<file path="src/design/tcpq_pkg.sv">
`timescale 1ns / 1ps
package tcpq_pkg;

    // Defaults and fixed field widths
    localparam int DEPTH_DEFAULT = 8;
    localparam int PAYLOAD_W     = 32;
    localparam int FILL_W        = 4;
    localparam int STATUS_W      = 2;

    // Result status codes
    typedef enum logic [STATUS_W-1:0] {
        ST_DONE  = 2'd0,
        ST_FULL  = 2'd1,
        ST_EMPTY = 2'd2
    } status_t;

    // Request codes
    typedef enum logic {
        REQ_PUSH = 1'b0,
        REQ_POP  = 1'b1
    } req_t;

    // Controller states
    typedef enum logic {
        S_IDLE,
        S_APPLY
    } ctrl_state_t;

    // Commands from controller to datapath
    typedef struct packed {
        logic capture;
        logic commit;
    } dp_cmd_t;

endpackage

</file>
<file path="src/design/tcpq_ctrl.sv">
`timescale 1ns / 1ps
module tcpq_ctrl (
    input  logic              clk,
    input  logic              rst_n,
    input  logic              in_valid,
    output logic              in_stall,
    output logic              out_valid,
    input  logic              out_stall,
    output tcpq_pkg::dp_cmd_t cmd
);
    import tcpq_pkg::*;

    ctrl_state_t state_reg;
    ctrl_state_t state_next;
    logic        out_valid_reg;
    logic        out_valid_next;
    logic        out_free;

    // Output register can take a new item when empty or being drained
    assign out_free = !out_valid_reg || !out_stall;

    // Next state
    always_comb
    begin
        state_next = state_reg;
        unique case (state_reg)
            S_IDLE:
            begin
                if (in_valid)
                begin
                    state_next = S_APPLY;
                end
            end
            S_APPLY:
            begin
                if (out_free)
                begin
                    state_next = S_IDLE;
                end
            end
            default:
            begin
                state_next = S_IDLE;
            end
        endcase
    end

    // Outputs and commands
    always_comb
    begin
        in_stall    = 1'b1;
        cmd.capture = 1'b0;
        cmd.commit  = 1'b0;
        unique case (state_reg)
            S_IDLE:
            begin
                in_stall    = 1'b0;
                cmd.capture = in_valid;
            end
            S_APPLY:
            begin
                cmd.commit = out_free;
            end
            default:
            begin
                in_stall = 1'b1;
            end
        endcase
    end

    // Hold result valid until taken, set on commit
    always_comb
    begin
        priority if (cmd.commit)
        begin
            out_valid_next = 1'b1;
        end
        else if (!out_stall)
        begin
            out_valid_next = 1'b0;
        end
        else
        begin
            out_valid_next = out_valid_reg;
        end
    end

    always_ff @(posedge clk or negedge rst_n)
    begin
        if (!rst_n)
        begin
            state_reg     <= S_IDLE;
            out_valid_reg <= 1'b0;
        end
        else
        begin
            state_reg     <= state_next;
            out_valid_reg <= out_valid_next;
        end
    end

    assign out_valid = out_valid_reg;

endmodule

</file>
<file path="src/design/tcpq_datapath.sv">
`timescale 1ns / 1ps
module tcpq_datapath #(
    parameter int QUEUE_DEPTH = tcpq_pkg::DEPTH_DEFAULT
) (
    input  logic                            clk,
    input  logic                            rst_n,
    input  tcpq_pkg::dp_cmd_t               cmd,
    input  logic                            cfg_we,
    input  logic                            cfg_data,
    input  logic                            req_type,
    input  logic [tcpq_pkg::PAYLOAD_W-1:0]  entry_payload,
    input  logic                            entry_urgent,
    input  logic                            entry_is_stop,
    output logic [tcpq_pkg::STATUS_W-1:0]   status,
    output logic [tcpq_pkg::PAYLOAD_W-1:0]  out_payload,
    output logic                            out_urgent,
    output logic                            out_is_stop,
    output logic [tcpq_pkg::FILL_W-1:0]     fill_level
);
    import tcpq_pkg::*;

    localparam int IDX_W = (QUEUE_DEPTH > 1) ? $clog2(QUEUE_DEPTH) : 1;
    localparam int CNT_W = $clog2(QUEUE_DEPTH + 1);

    // Slots held in age order, slot 0 is the oldest
    logic [PAYLOAD_W-1:0] slot_payload_reg [QUEUE_DEPTH];
    logic                 slot_urgent_reg  [QUEUE_DEPTH];
    logic                 slot_stop_reg    [QUEUE_DEPTH];

    logic [CNT_W-1:0]     count_reg;
    logic [CNT_W-1:0]     count_next;
    logic                 prefer_reg;
    logic [IDX_W-1:0]     pick_reg;
    logic [IDX_W-1:0]     pick_next;
    logic                 found_reg;
    logic                 found_next;

    // Captured request
    req_t                 req_type_reg;
    logic [PAYLOAD_W-1:0] req_payload_reg;
    logic                 req_urgent_reg;
    logic                 req_stop_reg;

    // Result register
    status_t              status_reg;
    status_t              status_next;
    logic [PAYLOAD_W-1:0] res_payload_reg;
    logic [PAYLOAD_W-1:0] res_payload_next;
    logic                 res_urgent_reg;
    logic                 res_urgent_next;
    logic                 res_stop_reg;
    logic                 res_stop_next;
    logic [FILL_W-1:0]    fill_reg;

    logic [QUEUE_DEPTH-1:0] cand;
    logic [IDX_W-1:0]       take_idx;
    logic                   is_full;
    logic                   is_empty;
    logic                   do_push;
    logic                   do_pop;

    // Flag occupied urgent entries that are not stop markers
    always_comb
    begin
        for (int i = 0; i < QUEUE_DEPTH; i++)
        begin
            cand[i] = slot_urgent_reg[i] && !slot_stop_reg[i] && (CNT_W'(i) < count_reg);
        end
    end

    // Find the oldest candidate, registered for the apply cycle
    always_comb
    begin
        pick_next  = '0;
        found_next = 1'b0;
        for (int i = QUEUE_DEPTH - 1; i >= 0; i--)
        begin
            if (cand[i])
            begin
                pick_next  = IDX_W'(i);
                found_next = 1'b1;
            end
        end
    end

    assign is_full  = (count_reg == CNT_W'(QUEUE_DEPTH));
    assign is_empty = (count_reg == '0);
    assign do_push  = cmd.commit && (req_type_reg == REQ_PUSH) && !is_full;
    assign do_pop   = cmd.commit && (req_type_reg == REQ_POP) && !is_empty;
    assign take_idx = (prefer_reg && found_reg) ? pick_reg : '0;

    // Result fields and new fill count
    always_comb
    begin
        status_next      = ST_DONE;
        res_payload_next = '0;
        res_urgent_next  = 1'b0;
        res_stop_next    = 1'b0;
        count_next       = count_reg;
        unique case (req_type_reg)
            REQ_PUSH:
            begin
                if (is_full)
                begin
                    status_next = ST_FULL;
                end
                else
                begin
                    count_next = count_reg + CNT_W'(1);
                end
            end
            REQ_POP:
            begin
                if (is_empty)
                begin
                    status_next = ST_EMPTY;
                end
                else
                begin
                    count_next       = count_reg - CNT_W'(1);
                    res_payload_next = slot_payload_reg[take_idx];
                    res_urgent_next  = slot_urgent_reg[take_idx];
                    res_stop_next    = slot_stop_reg[take_idx];
                end
            end
            default:
            begin
                status_next = ST_DONE;
            end
        endcase
    end

    // Control registers
    always_ff @(posedge clk or negedge rst_n)
    begin
        if (!rst_n)
        begin
            count_reg  <= '0;
            prefer_reg <= 1'b1;
            pick_reg   <= '0;
            found_reg  <= 1'b0;
        end
        else
        begin
            pick_reg  <= pick_next;
            found_reg <= found_next;
            if (cfg_we)
            begin
                prefer_reg <= cfg_data;
            end
            if (cmd.commit)
            begin
                count_reg <= count_next;
            end
        end
    end

    // Capture request, load result
    always_ff @(posedge clk)
    begin
        if (cmd.capture)
        begin
            req_type_reg    <= req_t'(req_type);
            req_payload_reg <= entry_payload;
            req_urgent_reg  <= entry_urgent;
            req_stop_reg    <= entry_is_stop;
        end
        if (cmd.commit)
        begin
            status_reg      <= status_next;
            res_payload_reg <= res_payload_next;
            res_urgent_reg  <= res_urgent_next;
            res_stop_reg    <= res_stop_next;
            fill_reg        <= FILL_W'(count_next);
        end
    end

    // Per slot: write at tail on push, close the gap on pop
    for (genvar g = 0; g < QUEUE_DEPTH; g++)
    begin : g_slot
        logic is_tail;

        assign is_tail = (CNT_W'(g) == count_reg);

        if (g < QUEUE_DEPTH - 1)
        begin : g_mid
            logic shift_in;

            assign shift_in = (CNT_W'(g) >= CNT_W'(take_idx))
                              && ((CNT_W'(g) + CNT_W'(1)) < count_reg);

            always_ff @(posedge clk)
            begin
                priority if (do_push && is_tail)
                begin
                    slot_payload_reg[g] <= req_payload_reg;
                    slot_urgent_reg[g]  <= req_urgent_reg;
                    slot_stop_reg[g]    <= req_stop_reg;
                end
                else if (do_pop && shift_in)
                begin
                    slot_payload_reg[g] <= slot_payload_reg[g+1];
                    slot_urgent_reg[g]  <= slot_urgent_reg[g+1];
                    slot_stop_reg[g]    <= slot_stop_reg[g+1];
                end
            end
        end
        else
        begin : g_last
            always_ff @(posedge clk)
            begin
                if (do_push && is_tail)
                begin
                    slot_payload_reg[g] <= req_payload_reg;
                    slot_urgent_reg[g]  <= req_urgent_reg;
                    slot_stop_reg[g]    <= req_stop_reg;
                end
            end
        end
    end

    assign status      = status_reg;
    assign out_payload = res_payload_reg;
    assign out_urgent  = res_urgent_reg;
    assign out_is_stop = res_stop_reg;
    assign fill_level  = fill_reg;

endmodule

</file>
<file path="src/design/two_class_priority_ring_queue.sv">
`timescale 1ns / 1ps
// Channel  Direction  Handshake             Payload
// in       input      in_valid / in_stall   req_type, entry_payload, entry_urgent, entry_is_stop
// out      output     out_valid / out_stall status, out_payload, out_urgent, out_is_stop, fill_level
// cfg      input      cfg_valid / cfg_ready cfg_data (prefer_urgent)
//
// Each request is accepted in the idle state while the oldest urgent entry
// is found, then the apply state does the push or pop and loads the result register.
// A new request is taken while the previous result still waits at the output.
// A stalled output holds the apply cycle until the result register frees up.
// Reset empties the queue and sets urgent preference; cfg_ready is always high.
module two_class_priority_ring_queue #(
    parameter int QUEUE_DEPTH = tcpq_pkg::DEPTH_DEFAULT
) (
    input  logic                            clk,
    input  logic                            rst_n,
    input  logic                            in_valid,
    output logic                            in_stall,
    input  logic                            req_type,
    input  logic [tcpq_pkg::PAYLOAD_W-1:0]  entry_payload,
    input  logic                            entry_urgent,
    input  logic                            entry_is_stop,
    output logic                            out_valid,
    input  logic                            out_stall,
    output logic [tcpq_pkg::STATUS_W-1:0]   status,
    output logic [tcpq_pkg::PAYLOAD_W-1:0]  out_payload,
    output logic                            out_urgent,
    output logic                            out_is_stop,
    output logic [tcpq_pkg::FILL_W-1:0]     fill_level,
    input  logic                            cfg_valid,
    output logic                            cfg_ready,
    input  logic                            cfg_data
);
    import tcpq_pkg::*;

    dp_cmd_t cmd;

    assign cfg_ready = 1'b1;

    // Sequence the request
    tcpq_ctrl u_ctrl (
        .clk       (clk),
        .rst_n     (rst_n),
        .in_valid  (in_valid),
        .in_stall  (in_stall),
        .out_valid (out_valid),
        .out_stall (out_stall),
        .cmd       (cmd)
    );

    // Store, search and compact
    tcpq_datapath #(
        .QUEUE_DEPTH (QUEUE_DEPTH)
    ) u_datapath (
        .clk           (clk),
        .rst_n         (rst_n),
        .cmd           (cmd),
        .cfg_we        (cfg_valid && cfg_ready),
        .cfg_data      (cfg_data),
        .req_type      (req_type),
        .entry_payload (entry_payload),
        .entry_urgent  (entry_urgent),
        .entry_is_stop (entry_is_stop),
        .status        (status),
        .out_payload   (out_payload),
        .out_urgent    (out_urgent),
        .out_is_stop   (out_is_stop),
        .fill_level    (fill_level)
    );

endmodule

</file>
<file path="config.mk">
export PLATFORM = sky130hd
export DESIGN_NAME = two_class_priority_ring_queue
export DESIGN_NICKNAME = d
export VERILOG_FILES = /design/src/design/tcpq_pkg.sv /design/src/design/tcpq_ctrl.sv /design/src/design/tcpq_datapath.sv /design/src/design/two_class_priority_ring_queue.sv
export SDC_FILE = /design/constraint.sdc
export NUM_CORES = 1
export LEC_CHECK = 0
export BUFFER_PORTS_ARGS = -buffer_cell sky130_fd_sc_hd__buf_2
export CAP_MARGIN = 40
export CORE_MARGIN = 3
export CORE_UTILIZATION = 40
export CTS_CLUSTER_DIAMETER = 50
export DETAILED_ROUTE_END_ITERATION = 6
export PLACE_DENSITY_LB_ADDON = 0.1
export SYNTH_ARGS = -nofsm -noshare
export SYNTH_HDL_FRONTEND = slang
export SYNTH_HIERARCHICAL = 1
export SYNTH_SLANG_ARGS = --single-unit
</file>
<file path="constraint.sdc">
create_clock -name clk -period 3.9 [get_ports clk]
set_input_delay 0.39 -clock clk [delete_from_list [all_inputs] [get_ports clk]]
set_output_delay 0.39 -clock clk [all_outputs]
set_load 0.02 [all_outputs]
</file>
==> run metrics, run 1 <==
largest net degree at the start of global routing=169; Hold Crit Depth=2; crit path time final=3140 ps; Nets=1351; Post-Layout Cell Count=1879; ys flop type=edfxtp_1; via count=about 11000; Crit Path Class=register to register; leakage=around 7 nW; R2R cell count=6; Hold Path Origin=cfg_data; Yosys top cell area share=slightly above 60%; CP max stage delay=roughly 580 ps; I/O Pins=84; mean post-synth cell area=14.4 um^2; first-pass GRT wire length=69200 um; R2R Setup Slk=760 ps; number of global-route vias before repair=10800; 1st-iter DRT viols=773; XOR/XNOR share of the synthesized area=0.153%; max_cap viols=0; H-tree depth=2; Area contributors post-synth=edfxtp_1 (61%), mux2_2 (14%), mux2i_1 (4.0%); final slew viol count=0; Synth Register Bits=358; Starting Density=roughly two fifths; detailed placer's ending HPWL=26600 um; cts repair resizes=0; Global Route met1 Usage=29.3%; post-synthesis cell count=1187; Pwr per Cell Area=approximately 660 nW/um^2; WL final=46000 um; max_slew headroom=26.6%; Root Buffer=clkbuf_16; Worst Skew=17.7 ps; setup TNS=0 ps; GRT met3 Usage=3.36%; crit path launch type=register; met2 global-route usage=32.2%; CTS Sinks=358; largest family of logic cells by synthesized area=multiplexers; postcts setup bufs=0; sequential share of the synthesized area=between 60% and 70%; Synth async-reset ratio=3.07%; GRT busiest layer=met2; Finish-stage setup viols=0; IO Port Bufs=just over 80; Fin. Hold Viols=0; endpoint type of the worst setup path=register; number of distinct library cells after synthesis=between 50 and 60; Worst path top cell family by delay=simple AND/OR/NAND/NOR gates; Die ar.=45400 um^2; share of layout cells above drive strength 1=33.4%; dominant cell type by area after synthesis=edfxtp_1; Slowest-stage cell, CP=nand2_2; FF-to-FF End=u_datapath/slot_payload_reg[3][14]; status=complete, no violations; RSZ-0062 raised after global routing=false; DR vias/cell=5.64; Area Overhead vs Synth=17.4%; TritonCTS buffer count=47; diode count=0; hold path endpoint=u_datapath/prefer_reg; DRC viols=0; Routed Antenna Nets=0; Max clock buf depth=3; Ys Warns=6; Levels on crit path=6; number of synthesized flops with an enable pin=between 300 and 400; Layout fillers=3644; min-delay worst type=input pin to register; total grt overflow=0; Post-Place Cells=~1800; CP required=just over 4000 ps; cells along the critical path=inv_1 -> ha_1 -> nor2b_1 -> o2111ai_4 -> nand2_2 -> buf_4; Slew @ Worst Pin=1100 ps; # rows=75; Max FO, Critical Path=14; count leader, synth=edfxtp_1; Worst-Skew Late Latency=580 ps; core footprint=roughly 42000 um^2; Crit Reg-Reg Startpoint=u_datapath/count_reg[0]; adder-cell share of the synthesized area=0.292%; peak supply drop=0.675 mV; Total Routing Usage GR=20.4%; initial antenna violation count=1; die width=213 um; Fmax=319 MHz; crit path DAT=between 3000 and 4000 ps; drt first pass iters=5; Largest register FFs=about 260; DR WL/cell=24.5 um; clk slew on worst S/H paths=roughly 50 ps; CTS tree=built; RD Place Congestion=between 0.7 and 0.8; post-synth net total=1232; top cells by count, synth=edfxtp_1 (347), mux2_2 (210), mux2i_1 (69); crit share post-route=80.5%; Post-Synth Simple-Gate Area=roughly 5.6%; mux share of post-synthesis cell area=20.2%; Buf/Inv on CP=2; Synth Cell Area=17100 um^2; Die H=213 um; Synth Area in Compound Gates=8.28%
[layout by cell type, fill, tap and decap left out, types with 22 or more instances in the layout]
| cell | Yosys | final |
|---|---|---|
| clkbuf_16 | 0 | 48 |
| mux2i_1 | 69 | 69 |
| buf_4 | 9 | 33 |
| a211oi_1 | 23 | 23 |
| dlygate4sd3_1 | 0 | 36 |
| o21ai_0 | 38 | 38 |
| a31oi_1 | 35 | 35 |
| a21oi_1 | 57 | 57 |
| nand2b_1 | 25 | 25 |
| nand2_1 | 37 | 34 |
| mux2_2 | 210 | 210 |
| edfxtp_1 | 347 | 347 |
| nor3_1 | 22 | 22 |
| buf_2 | 20 | 82 |
| nor2_1 | 46 | 46 |
[how the worst max path moves through the flow]
stage | to | start
final | u_datapath/slot_payload_reg[3][14] | u_datapath/count_reg[0]
after global routing | u_datapath/slot_payload_reg[3][19] | u_datapath/count_reg[0]
after CTS | u_datapath/slot_payload_reg[3][19] | u_datapath/count_reg[0]
after detailed placement | u_datapath/slot_payload_reg[3][16] | u_datapath/count_reg[0]
after global placement | u_datapath/slot_payload_reg[0][21] | u_datapath/count_reg[0]
after floorplan | u_datapath/slot_payload_reg[0][0] | u_ctrl/state_reg
[repair_timing]
item | in CTS | in global routing
hold buffers | 36 | 0
endpoints found under the setup margin | 0 | 0
endpoints found under the hold margin | 46 | 0
[final cells by class]
type	count	area, um^2	area share, %
clock inverter	31	233	1.16
sequential	358	10700	53.2
timing repair buffer	161	1220	6.09
clock buffer	52	1220	6.04
inverter	20	75.1	0.373
multi-input combinational	718	6000	29.8
tap	539	674	3.35
[stage by stage]
step	cell area, um^2	hold slack (ps)	util [%]	worst slack [ps]	total power [mW]
2_1_floorplan	17100	94.4	-	391	7.99
3_3_place_gp	18300	296	43.3	553	9.27
3_5_place_dp	18300	299	43.5	724	9.32
4_1_cts	20100	48.5	47.8	712	13.5
5_1_grt	20100	72.3	47.8	622	14.0
6_report	20100	75.4	47.8	761	13.3
[where the power goes]
part | leakage, nW | switching (mW) | internal, mW | total [mW]
Combinational | 2.92 | 2.45 | 1.50 | 3.94
Clock | 0.709 | 1.66 | 2.38 | 4.04
Sequential | 3.32 | 0.315 | 5.01 | 5.32
Total | 6.94 | 4.42 | 8.88 | 13.3
[routing by layer]
layer	vias to the layer above	part of all wire [%]
met5	-	0
met4	0	2.2
li1	4862	-
met1	5374	47
met2	288	46
met3	66	5.4
[logic make-up (layout without fill, tap and decap cells)]
kind of cell,Yosys count,in the layout
AOI/OAI and AO/OA,219,219
xor gates and xnor gates,3,3
adders and majority gates,4,4
buffers and inverters,111,264
DFF,358,358
muxes,309,309
other,1,1
and+or+nand+nor,182,182
Power figures use the tool's default switching activity.
==> run 2, diff against run 1 <==
Clock period 3.9 ns to 3.1 ns, I/O delays scaled along.
==> run metrics, run 2 (same netlist as run 1, synthesis figures left out) <==
final slew viol count=0 (unchanged); DRC viols=0 (unchanged); peak supply drop=0.458 mV (-32%); crit path DAT=3120 ps (-270 ps); Area Overhead vs Synth=19.1%; Fmax=352 MHz (+10%); Total Routing Usage GR=20.3% (-0.091 points); min-delay worst type=input pin to async pin; WL final=45700 um (-0.61%); Largest register FFs=256 (unchanged); CTS Sinks=358 (unchanged); max_cap viols=0 (unchanged); leakage=7.09 nW (+2.1%); drt first pass iters=4 (-1); WL met2=21400 um (+1.6%); largest net degree at the start of global routing=82 (-51%); Nets=1373 (+1.6%); Max FO, Critical Path=21 (+7); Flop pwr share=39.8% (-0.2 points); die width=213 um (unchanged); RSZ-0062 raised after global routing=false; diode count=0 (unchanged); max_slew headroom=54.4% (+28 points); I/O Pins=84 (unchanged); Max clock buf depth=3 (unchanged); Die ar.=45400 um^2 (unchanged); endpoint type of the worst setup path=register; Starting Density=40.7% (unchanged); crit path time final=2840 ps (-298 ps); crit share post-route=91.7% (+11 points); number of global-route vias before repair=10900 (+0.68%); DR vias/cell=5.58 (-0.99%); Crit Path Class=register to register; # rows=75 (unchanged); Top Layer Used=met4; Post-Layout Cell Count=1905 (+1.4%); most common cell after layout, fill and taps aside=edfxtp_1; cts repair resizes=0 (unchanged); detailed placer's ending HPWL=27900 um (+5.1%); via count=10600 (+0.38%); clk slew on worst S/H paths=60 ps (about the same); Worst setup startpoint=u_datapath/count_reg[0]; met3 wire length=2370 um (-5.3%); CTS tree=built; post-place instance area=18500 um^2 (+0.96%); core footprint=42100 um^2 (unchanged); Sw Pwr=5.63 mW (+27%); post-route cell area=20400 um^2 (+1.4%); Finish-stage setup viols=0 (unchanged); Power Internal=11.4 mW (+29%); CP required=3380 ps (-770 ps); 1st-iter DRT viols=686 (-11%); H-tree depth=2 (unchanged); routed metal-1 wire length=21000 um (-2.1%); Die H=213 um (unchanged); DR WL/cell=24.0 um (-2.0%); TritonCTS buffer count=47 (unchanged); Comb pwr share=28.9% (-0.7 points); Routed Antenna Nets=0 (unchanged); Crit Reg-Reg Startpoint=u_datapath/count_reg[0]; setup TNS=0 ps (unchanged); Slew @ Worst Pin=684 ps (-417 ps); initial antenna violation count=0 (-1); share of layout cells above drive strength 1=34.6% (+1.1 points); Post-Place Cells=1779 (+1.1%); most frequent cells in the layout=edfxtp_1 (347), mux2_2 (210), buf_2 (82); Worst-Skew Late Latency=580 ps (about the same); first-pass GRT wire length=68600 um (-0.88%); Layout Utilization=48.5% (+0.69 points); status=complete, no violations; Root Buffer=clkbuf_16; Worst Skew=13.0 ps (-4.72 ps); total grt overflow=0 (unchanged); IO Port Bufs=82 (unchanged); Clock power frac=31.2% (+0.8 points); Net Sw Frac=33.0% (-0.22 points); Fin. Hold Viols=0 (unchanged); crit path launch type=register; RD Place Congestion=0.770 (-0.19%); Pwr per Cell Area=835 nW/um^2 (+26%)
==> run 2: layout make-up <==
class,count,area (um^2)
fillers,3697,21700
flip-flops and latches,358,10700
multi-input cells,718,6000
repair buffers,183,1430
clock buffers,55,1250
well taps,539,674
clock inverters,32,284
inverters,20,75.1
==> run 2: per-stage QoR <==
step / power [mW] / setup slack (ps) / hold slack (ps)
final: 17.1 / 259 / 157
after floorplan: 10.0 / 25.7 / 14.4
after detailed placement: 11.8 / 267 / 209
after global routing: 17.9 / 88.9 / 161
after global placement: 11.8 / 322 / 216
after CTS: 17.3 / 255 / 123
==> run 2: power by group through the flow <==
| stage | clock (mW) | combinational [mW] | sequential, mW |
|---|---|---|---|
| finish | 5.33 | 4.94 | 6.80 |
| global route | 5.69 | 5.32 | 6.88 |
| CTS | 5.49 | 4.98 | 6.79 |
| detailed placement | 0 | 4.92 | 6.89 |
| global placement | 0 | 4.89 | 6.87 |
| floorplan | 0 | 3.27 | 6.78 |
==> run 2: worst paths after layout <==
path	endpoint	slack, ps	cells after the start
setup / recovery	u_datapath/slot_payload_reg[2][5]	260	8
hold / removal	u_datapath/count_reg[3]	160	2
setup reg to reg	u_datapath/slot_payload_reg[2][5]	260	8
hold reg to reg	u_datapath/slot_payload_reg[0][27]	570	1
max in group asynchronous	u_datapath/prefer_reg	2660	2
min in group clk	u_datapath/req_payload_reg[24]	360	3
==> run 2: routing by layer <==
layer  global-route usage, %  up-vias
li1                        -     4900
met1                    28.5     5399
met2                    32.9      260
met3                    3.79       71
met4                    5.18        0
met5                       0        -
==> run 2: repair_timing <==
action / 4_1_cts / 5_1_grt
hold buffers: 39 / 0
buffers inserted: 0 / 0
endpoints found under the hold margin: 48 / 0
==> run 2: critical path, stage by stage, from the launching register on <==
cell and delay, ps:
dfrtp_1 470, inv_1 130, ha_1 310, or3b_1 260
nand3_4 150, a2111oi_4 400, buf_12 250, a21o_2 320
buf_12 230
